`src/nmsbd_pkg.sv`:
```
package nmsbd_pkg;

	localparam int FRAC_BITS     = 12;
	localparam int WORD_W        = 24;
	localparam int SIZE_W        = 13;
	localparam int PIX_W         = 12;
	localparam int CLASS_W       = 8;
	localparam int POS_W         = 3;
	localparam int CFG_IDX_W     = 2;
	localparam int CFG_DATA_W    = 13;
	localparam int COORD_N       = 4;
	localparam int WORDS_PER_BOX = 5;
	localparam int MAX_SIZE      = 4096;
	localparam int PROD_W        = WORD_W + SIZE_W + 1;

	localparam logic [SIZE_W-1:0]  MAX_SIZE_V   = SIZE_W'(MAX_SIZE);
	localparam logic [CLASS_W-1:0] MAX_COUNT    = '1;
	localparam logic [POS_W-1:0]   LAST_COORD   = POS_W'(WORDS_PER_BOX - 2);

	// register indexes of the configuration port
	typedef enum logic [CFG_IDX_W-1:0] {
		CFG_TARGET_WIDTH  = 2'd0,
		CFG_TARGET_HEIGHT = 2'd1,
		CFG_SCORE_LIMIT   = 2'd2,
		CFG_CLASS_TOTAL   = 2'd3
	} cfg_idx_t;

	// held coordinate slots, in stream order
	typedef enum logic [1:0] {
		CRD_YMIN = 2'd0,
		CRD_XMIN = 2'd1,
		CRD_YMAX = 2'd2,
		CRD_XMAX = 2'd3
	} coord_idx_t;

	typedef struct packed {
		logic                     kept;
		logic [CLASS_W-1:0]       class_num;
		logic [PIX_W-1:0]         left_x;
		logic [PIX_W-1:0]         top_y;
		logic [PIX_W-1:0]         right_x;
		logic [PIX_W-1:0]         bottom_y;
		logic signed [WORD_W-1:0] score;
		logic                     frame_end;
	} result_t;

	// per-word decision from the parser
	typedef struct packed {
		logic               is_score;
		logic               score_ok;
		logic               frame_end;
		logic [CLASS_W-1:0] class_num;
	} parse_t;

endpackage

```
`src/nmsbd_word_if.sv`:
```
interface nmsbd_word_if;
	logic                              valid;
	logic                              ready;
	logic signed [nmsbd_pkg::WORD_W-1:0] word;

	modport source (output valid, output word, input ready);
	modport sink (input valid, input word, output ready);
endinterface

```
`src/nmsbd_result_if.sv`:
```
interface nmsbd_result_if;
	logic                 valid;
	logic                 ready;
	nmsbd_pkg::result_t   res;

	modport source (output valid, output res, input ready);
	modport sink (input valid, input res, output ready);
endinterface

```
`src/nmsbd_pixel.sv`:
```
module nmsbd_pixel (
	input  logic signed [nmsbd_pkg::WORD_W-1:0] coord,
	input  logic [nmsbd_pkg::SIZE_W-1:0]        size_reg,
	output logic [nmsbd_pkg::PIX_W-1:0]         pix
);

	localparam logic signed [nmsbd_pkg::WORD_W-1:0] LIMIT =
		nmsbd_pkg::WORD_W'(3 << (nmsbd_pkg::FRAC_BITS - 1));

	logic [nmsbd_pkg::SIZE_W-1:0]        size;
	logic [nmsbd_pkg::SIZE_W-1:0]        size_m1;
	logic signed [nmsbd_pkg::PROD_W-1:0] prod;
	logic signed [nmsbd_pkg::PROD_W-1:0] val;
	logic signed [nmsbd_pkg::PROD_W-1:0] max_v;

	always_comb begin
		size    = (size_reg > nmsbd_pkg::MAX_SIZE_V) ? nmsbd_pkg::MAX_SIZE_V : size_reg;
		size_m1 = size - nmsbd_pkg::SIZE_W'(1);
		prod    = nmsbd_pkg::PROD_W'(coord) *
			$signed({{(nmsbd_pkg::PROD_W-nmsbd_pkg::SIZE_W){1'b0}}, size});
		// floor vs. truncation only differs below zero, which clamps to 0 anyway
		if (coord <= LIMIT)
			val = prod >>> nmsbd_pkg::FRAC_BITS;
		else
			val = nmsbd_pkg::PROD_W'(coord) >>> nmsbd_pkg::FRAC_BITS;
		max_v = $signed({{(nmsbd_pkg::PROD_W-nmsbd_pkg::SIZE_W){1'b0}}, size_m1});

		if (size == '0 || val < 0)
			pix = '0;
		else if (val > max_v)
			pix = size_m1[nmsbd_pkg::PIX_W-1:0];
		else
			pix = val[nmsbd_pkg::PIX_W-1:0];
	end

endmodule

```
`src/nmsbd_parser.sv`:
```
module nmsbd_parser (
	input  logic                                clk,
	input  logic                                arst_n,
	input  logic                                step,
	input  logic signed [nmsbd_pkg::WORD_W-1:0] word,
	input  logic [nmsbd_pkg::SIZE_W-1:0]        score_limit,
	input  logic [nmsbd_pkg::CLASS_W-1:0]       class_total,
	output nmsbd_pkg::parse_t                   info,
	output logic signed [nmsbd_pkg::WORD_W-1:0] coords [nmsbd_pkg::COORD_N]
);

	logic [nmsbd_pkg::CLASS_W-1:0] class_q;
	logic                          expect_q;
	logic [nmsbd_pkg::CLASS_W-1:0] boxes_q;
	logic [nmsbd_pkg::POS_W-1:0]   pos_q;
	logic signed [nmsbd_pkg::WORD_W-1:0] coord_q [nmsbd_pkg::COORD_N];

	logic [nmsbd_pkg::WORD_W-1:0]  shifted;
	logic [nmsbd_pkg::CLASS_W-1:0] cnt;
	logic [nmsbd_pkg::CLASS_W-1:0] total;
	logic [nmsbd_pkg::CLASS_W-1:0] class_inc;
	logic                          wrap;
	logic [nmsbd_pkg::CLASS_W-1:0] boxes_dec;
	logic                          class_done;
	logic                          is_count;
	logic                          is_coord;

	always_comb begin
		shifted = $unsigned(word) >> nmsbd_pkg::FRAC_BITS;
		if (word <= 0)
			cnt = '0;
		else if (|shifted[nmsbd_pkg::WORD_W-1:nmsbd_pkg::CLASS_W])
			cnt = nmsbd_pkg::MAX_COUNT;
		else
			cnt = shifted[nmsbd_pkg::CLASS_W-1:0];

		total     = (class_total == '0) ? nmsbd_pkg::CLASS_W'(1) : class_total;
		class_inc = class_q + nmsbd_pkg::CLASS_W'(1);
		wrap      = class_inc >= total;
		boxes_dec = (boxes_q != '0) ? boxes_q - nmsbd_pkg::CLASS_W'(1) : boxes_q;

		is_count      = expect_q;
		is_coord      = !expect_q && pos_q < nmsbd_pkg::LAST_COORD + nmsbd_pkg::POS_W'(1);
		info.is_score = !expect_q && !is_coord;
		info.score_ok = word >= $signed({{(nmsbd_pkg::WORD_W-nmsbd_pkg::SIZE_W){1'b0}},
			score_limit});
		class_done    = (is_count && cnt == '0) || (info.is_score && boxes_dec == '0);
		info.frame_end = class_done && wrap;
		info.class_num = class_q;
	end

	always_comb begin
		for (int i = 0; i < nmsbd_pkg::COORD_N; i++)
			coords[i] = coord_q[i];
	end

	always_ff @(posedge clk or negedge arst_n) begin
		if (!arst_n) begin
			class_q  <= '0;
			expect_q <= 1'b1;
			boxes_q  <= '0;
			pos_q    <= '0;
			for (int i = 0; i < nmsbd_pkg::COORD_N; i++)
				coord_q[i] <= '0;
		end else if (step) begin
			if (class_done) begin
				class_q  <= wrap ? '0 : class_inc;
				expect_q <= 1'b1;
				boxes_q  <= '0;
				pos_q    <= '0;
			end else if (is_count) begin
				boxes_q  <= cnt;
				expect_q <= 1'b0;
				pos_q    <= '0;
			end else if (is_coord) begin
				coord_q[pos_q[1:0]] <= word;
				pos_q <= pos_q + nmsbd_pkg::POS_W'(1);
			end else begin
				// score word, more boxes to come in this class
				boxes_q <= boxes_dec;
				pos_q   <= '0;
			end
		end
	end

endmodule

```
`src/nms_by_class_box_decoder.sv`:
```
// Per-class detection list decoder.
// Channel in carries one detector output word per transfer (signed, Q11.12).
// Per class the stream holds a box count, then ymin, xmin, ymax, xmax, score
// for each box. Channel out carries one result per kept box, plus one on the
// word that completes the last class of the frame (frame_end set; kept may
// be 0, then all other fields are 0).
// Configuration: cfg_we/cfg_index/cfg_data write target_width (0),
// target_height (1), score_limit (2) and class_total (3); write while idle.
// A word is registered in the input register at acceptance and its result is
// registered in the result register when the word moves on, so out.valid rises
// once the result of the score word is held in the result register.
// Throughput: one word per cycle while out does not stall; the path from input
// register to result register is one 24x13 multiply and clamp per coordinate.
// When out stalls, the result register holds and one more word may wait in
// the input register; in.ready drops only when both are full.
// Reset (arst_n low) restores register defaults (640, 640, 2048, 80) and
// starts at class 0 awaiting a count word.
module nms_by_class_box_decoder (
	input  logic                                clk,
	input  logic                                arst_n,
	nmsbd_word_if.sink                          in,
	nmsbd_result_if.source                      out,
	input  logic                                cfg_we,
	input  logic [nmsbd_pkg::CFG_IDX_W-1:0]     cfg_index,
	input  logic [nmsbd_pkg::CFG_DATA_W-1:0]    cfg_data
);

	logic [nmsbd_pkg::SIZE_W-1:0]  width_q;
	logic [nmsbd_pkg::SIZE_W-1:0]  height_q;
	logic [nmsbd_pkg::SIZE_W-1:0]  limit_q;
	logic [nmsbd_pkg::CLASS_W-1:0] total_q;

	logic                                valid_s1;
	logic signed [nmsbd_pkg::WORD_W-1:0] word_s1;
	logic                                out_valid_q;
	nmsbd_pkg::result_t                  res_q;

	logic                                advance;
	logic                                produce;
	logic                                box_ok;
	nmsbd_pkg::parse_t                   info;
	nmsbd_pkg::result_t                  res_d;
	logic signed [nmsbd_pkg::WORD_W-1:0] coords [nmsbd_pkg::COORD_N];
	logic [nmsbd_pkg::PIX_W-1:0]         x1, y1, x2, y2;

	always_ff @(posedge clk or negedge arst_n) begin
		if (!arst_n) begin
			width_q  <= nmsbd_pkg::SIZE_W'(640);
			height_q <= nmsbd_pkg::SIZE_W'(640);
			limit_q  <= nmsbd_pkg::SIZE_W'(2048);
			total_q  <= nmsbd_pkg::CLASS_W'(80);
		end else if (cfg_we) begin
			unique case (nmsbd_pkg::cfg_idx_t'(cfg_index))
				nmsbd_pkg::CFG_TARGET_WIDTH:  width_q  <= cfg_data;
				nmsbd_pkg::CFG_TARGET_HEIGHT: height_q <= cfg_data;
				nmsbd_pkg::CFG_SCORE_LIMIT:   limit_q  <= cfg_data;
				nmsbd_pkg::CFG_CLASS_TOTAL:   total_q  <= cfg_data[nmsbd_pkg::CLASS_W-1:0];
			endcase
		end
	end

	assign advance  = valid_s1 && (!out_valid_q || out.ready);
	assign in.ready = !valid_s1 || advance;

	always_ff @(posedge clk or negedge arst_n) begin
		if (!arst_n)
			valid_s1 <= 1'b0;
		else if (in.ready)
			valid_s1 <= in.valid;
	end

	always_ff @(posedge clk) begin
		if (in.ready && in.valid)
			word_s1 <= in.word;
	end

	nmsbd_parser u_parser (
		.clk         (clk),
		.arst_n      (arst_n),
		.step        (advance),
		.word        (word_s1),
		.score_limit (limit_q),
		.class_total (total_q),
		.info        (info),
		.coords      (coords)
	);

	nmsbd_pixel u_pix_y1 (.coord(coords[nmsbd_pkg::CRD_YMIN]), .size_reg(height_q), .pix(y1));
	nmsbd_pixel u_pix_x1 (.coord(coords[nmsbd_pkg::CRD_XMIN]), .size_reg(width_q),  .pix(x1));
	nmsbd_pixel u_pix_y2 (.coord(coords[nmsbd_pkg::CRD_YMAX]), .size_reg(height_q), .pix(y2));
	nmsbd_pixel u_pix_x2 (.coord(coords[nmsbd_pkg::CRD_XMAX]), .size_reg(width_q),  .pix(x2));

	always_comb begin
		box_ok  = info.is_score && info.score_ok && x2 > x1 && y2 > y1;
		produce = box_ok || info.frame_end;
		res_d   = '0;
		res_d.frame_end = info.frame_end;
		if (box_ok) begin
			res_d.kept      = 1'b1;
			res_d.class_num = info.class_num;
			res_d.left_x    = x1;
			res_d.top_y     = y1;
			res_d.right_x   = x2;
			res_d.bottom_y  = y2;
			res_d.score     = word_s1;
		end
	end

	always_ff @(posedge clk or negedge arst_n) begin
		if (!arst_n)
			out_valid_q <= 1'b0;
		else if (advance)
			out_valid_q <= produce;
		else if (out.ready)
			out_valid_q <= 1'b0;
	end

	always_ff @(posedge clk) begin
		if (advance && produce)
			res_q <= res_d;
	end

	assign out.valid = out_valid_q;
	assign out.res   = res_q;

endmodule

```
`src/flat_wrapper.sv`:
```
// flat-port wrapper written by rule: the top's interface ports become plain ports
module nms_by_class_box_decoder_flat 
  (clk, arst_n, cfg_we, cfg_index, cfg_data, in_valid, in_word, in_ready, out_valid, out_res, out_ready);
  nmsbd_word_if in_i ();
  nmsbd_result_if out_i ();
  input  logic clk;
  input  logic arst_n;
  input  logic cfg_we;
  input  logic [nmsbd_pkg::CFG_IDX_W-1:0] cfg_index;
  input  logic [nmsbd_pkg::CFG_DATA_W-1:0] cfg_data;
  input wire logic [$bits(in_i.valid)-1:0] in_valid;
  input wire logic [$bits(in_i.word)-1:0] in_word;
  output wire logic [$bits(in_i.ready)-1:0] in_ready;
  output wire logic [$bits(out_i.valid)-1:0] out_valid;
  output wire logic [$bits(out_i.res)-1:0] out_res;
  input wire logic [$bits(out_i.ready)-1:0] out_ready;
  assign in_i.valid = in_valid;
  assign in_i.word = in_word;
  assign in_ready = in_i.ready;
  assign out_valid = out_i.valid;
  assign out_res = out_i.res;
  assign out_i.ready = out_ready;
  nms_by_class_box_decoder u_core (.clk(clk), .arst_n(arst_n), .in(in_i), .out(out_i), .cfg_we(cfg_we), .cfg_index(cfg_index), .cfg_data(cfg_data));
endmodule
```
`config.mk`:
```
export PLATFORM = sky130hd
export DESIGN_NAME = nms_by_class_box_decoder_flat
export DESIGN_NICKNAME = d
export VERILOG_FILES = /design/src/nmsbd_pkg.sv /design/src/nmsbd_word_if.sv /design/src/nmsbd_result_if.sv /design/src/nmsbd_pixel.sv /design/src/nmsbd_parser.sv /design/src/nms_by_class_box_decoder.sv /design/src/flat_wrapper.sv
export SDC_FILE = /design/constraint.sdc
export NUM_CORES = 2
export LEC_CHECK = 0
export BUFFER_PORTS_ARGS = -buffer_cell sky130_fd_sc_hd__buf_2
export CORE_MARGIN = 1
export CORE_UTILIZATION = 35
export CTS_CLUSTER_DIAMETER = 150
export CTS_CLUSTER_SIZE = 10
export DETAILED_ROUTE_END_ITERATION = 7
export MAX_ROUTING_LAYER = met4
export PLACE_DENSITY_LB_ADDON = 0.12
export SLEW_MARGIN = 10
export SYNTH_ARGS = -nofsm -noshare
export SYNTH_HDL_FRONTEND = slang
export SYNTH_SLANG_ARGS = --single-unit
```
`constraint.sdc`:
```
create_clock -name clk -period 19.9 [get_ports clk]
set_input_delay 0.995 -clock clk [delete_from_list [all_inputs] [get_ports clk]]
set_output_delay 0.995 -clock clk [all_outputs]
set_load 0.05 [all_outputs]
```
==> impl_metrics.toml <==
[run_status]
status = "complete, no violations"

[synth]
synth_top_area_cell = "fa_1"
synth_edf_count = 106
synth.avg_cell_area_um2 = 9.13
async_flop_share = 0.609
yosys_warnings = 0
syn_area_um2 = 61000
syn_nets = 8339
ys.flop_type = "dfrtp_1"
synth_top_area_frac = 0.379
synth.distinct_cells = 98
ys_ff_latch = 271
yosysMostFrequentCell = "inv_1"
syn_inst = 6681
synth_commonest_cells = "inv_1 (1372), fa_1 (1156), nand2_1 (781)"
ys_seq_area_frac = 0.120
synth_area_leaders = "fa_1 (38%), ha_1 (9.4%), inv_1 (8.4%)"

[timing]
max_freq_ghz = 0.0682
period_needed_ns = 14.67
postLayoutSetupSlackWorst_ns = 5.23
slew_headroom = 0.218
rsz0062_at_grt = "false"
worst_pin_slew_ns = 1.17
drv_slew = 0
hold_viol_final = 0
finalSetupViolations = 0
skew_ns = 0.0417
tns_ns = 0
timing.final.crit_share = 0.737

[clock_tree]
clk_transition_reported_paths_ns = 0.08
cts_sinks = 271
cts_setup_buffers = 0
clock_latency_ns = 0.59
numCtsBuffers = 34
cts_resized = 0
cts_hold_buf = 0
cts-root-buf = "clkbuf_16"
cts_tree = "done"
htree_levels = 2
cts_max_path_buffers = 3

[routing]
wl_met1_mm = 86.8
drt-total-wl_mm = 188
wl_met2_mm = 89.4
wl_met3_mm = 6.73
top_layer = "met4"
drc = 0
detail_route.wl_per_cell_um = 21.0
drt-initial-drc-count = 2595
final_antenna_net_count = 0
vias = 45206
viasPerCell = 5.06
dr.pass1.iters = 6

[final_layout]
stdcell_area_um2 = 65000
final_nets = 8250
layout-drive-gt1-share = 0.0722
area_delta_synth_final_pct = 6.64

[placed_design]
io_buffers = 127
pre_cts_slack_ns = 5.38
placed_area_um2 = 64000
gp_congestion = 0.928
hpwlAfterDp_mm = 144

[worst_setup_path]
cp_top_family = "compound AO/OA/AOI/OAI gates"
crit_type = "reg2reg"
cp_common_cell = "fa_1"
slowest_stage = "o211a_4"
cpPeakStageDelay_ns = 0.77
critPathRequiredTime_ns = 20.10
startpoint_type = "register"
crit_buf_inv = 6
worstPathArrival_ns = 14.86
critPathCaptureType = "register"
cp_max_fo = 46

[floorplanning]
die_area_um2 = 176000
core-area_um2 = 172000
rows = 152
chipWidth_um = 419
initial_core_util = 0.354
io_pins = 128
die_h_um = 419

[hold_path]
hp-class = "in2async"

[global_route]
grt_pass1_vias = 48374
grt_pass1_wl_mm = 294
grt_use_total = 0.224
grt_max_degree = 65
antenna_found_initial = 25
overflow = 0

[flow_run]
cap_violations = 0
through the flow:
step                      cells  utilization  hold slack (ns)
after floorplan            6681            -            0.473
after global placement     8866        0.371            0.488
after detailed placement   8866        0.371            0.494
after CTS                  8927        0.377            0.329
after global routing       8932        0.377            0.347
final                      8937        0.377            0.336
per-layer routing:
metal	track usage	vias up
met5	-	-
met4	0.0562	0
met3	0.0151	185
met2	0.364	861
met1	0.306	23603
li1	-	20557
cell type report:
cell class / count / area (um^2)
Antenna cell: 10 / 25.0
Clock buffer: 57 / 978
Clock inverter: 4 / 50.0
Fill cell: 17784 / 107000
Inverter: 1373 / 5150
Multi-Input combinational cell: 4708 / 47400
Sequential cell: 271 / 7330
Tap cell: 2310 / 2890
Timing Repair Buffer: 204 / 1220
logic make-up (layout without fill, tap and decap cells):
logic type / Yosys count / after routing / synth area share
other cells: 1 / 11 / 0.0000615
compound gates: 695 / 695 / 0.0751
xor+xnor: 131 / 131 / 0.0190
buf+inv: 1702 / 1638 / 0.106
simple gates: 2070 / 2070 / 0.171
fa+ha+maj: 1614 / 1614 / 0.473
flops: 271 / 271 / 0.120
mux: 197 / 197 / 0.0356
worst register-to-register path, delay by kind of cell, from the launching register on:
family | cells | cell delay (ns)
AOI/OAI and AO/OA | 17 | 4.96
xor gates and xnor gates | 1 | 0.43
adders and majority gates | 9 | 3.85
buffers and inverters | 6 | 1.64
DFF | 1 | 0.70
and+or+nand+nor | 12 | 2.60
placed cells by master (no fill, tap or decap), types with 31 or more instances in the layout:
cell          n
nor3_1       57
fa_1       1156
clkbuf_16    35
dfrtp_1     154
buf_4        77
a21o_1       67
edfxtp_1    106
ha_1        458
nand2_1     781
nor2_1      200
a21oi_1     223
and3_1       74
and2_1      655
nand3_1      69
xnor2_1      93
inv_1      1372
mux2i_1      40
nor4_1       36
mux2_2      156
a211oi_1     31
o21ai_0     134
xor2_1       37
nand4_1      54
buf_2       126
path summary, 6_finish.rpt:
| path | startpoint | to | slack (ns) | depth (start not counted) |
|---|---|---|---|---|
| max reg2reg | u_core.height_q[10] | u_core.out.res[14] | 5.23 | 45 |
| max | u_core.height_q[10] | u_core.out.res[14] | 5.23 | 45 |
| min | arst_n | u_core.u_parser.coords[23] | 0.34 | 1 |
| min reg2reg | u_core.limit_q[10] | u_core.limit_q[10] | 0.51 | 1 |
| min in group clk | u_core.limit_q[10] | u_core.limit_q[10] | 0.51 | 1 |
| max in group asynchronous | arst_n | u_core.width_q[12] | 17.49 | 3 |
flip-flops by register name, indices dropped and copies added, names as in the netlist:
| register | cells |
|---|---|
| u_core.height_q | 13 |
| u_core.limit_q | 13 |
| u_core.out.res | 82 |
| u_core.out.valid | 1 |
| u_core.total_q | 8 |
| u_core.u_parser.boxes_q | 8 |
| u_core.u_parser.class_q | 8 |
| u_core.u_parser.coords | 96 |
| u_core.u_parser.expect_q | 1 |
| u_core.u_parser.pos_q | 3 |
| u_core.valid_s1 | 1 |
| u_core.width_q | 13 |
| u_core.word_s1 | 24 |
Power is not shown: default switching activity piles up to over one toggle a cycle in this logic, so the estimate is an artifact.
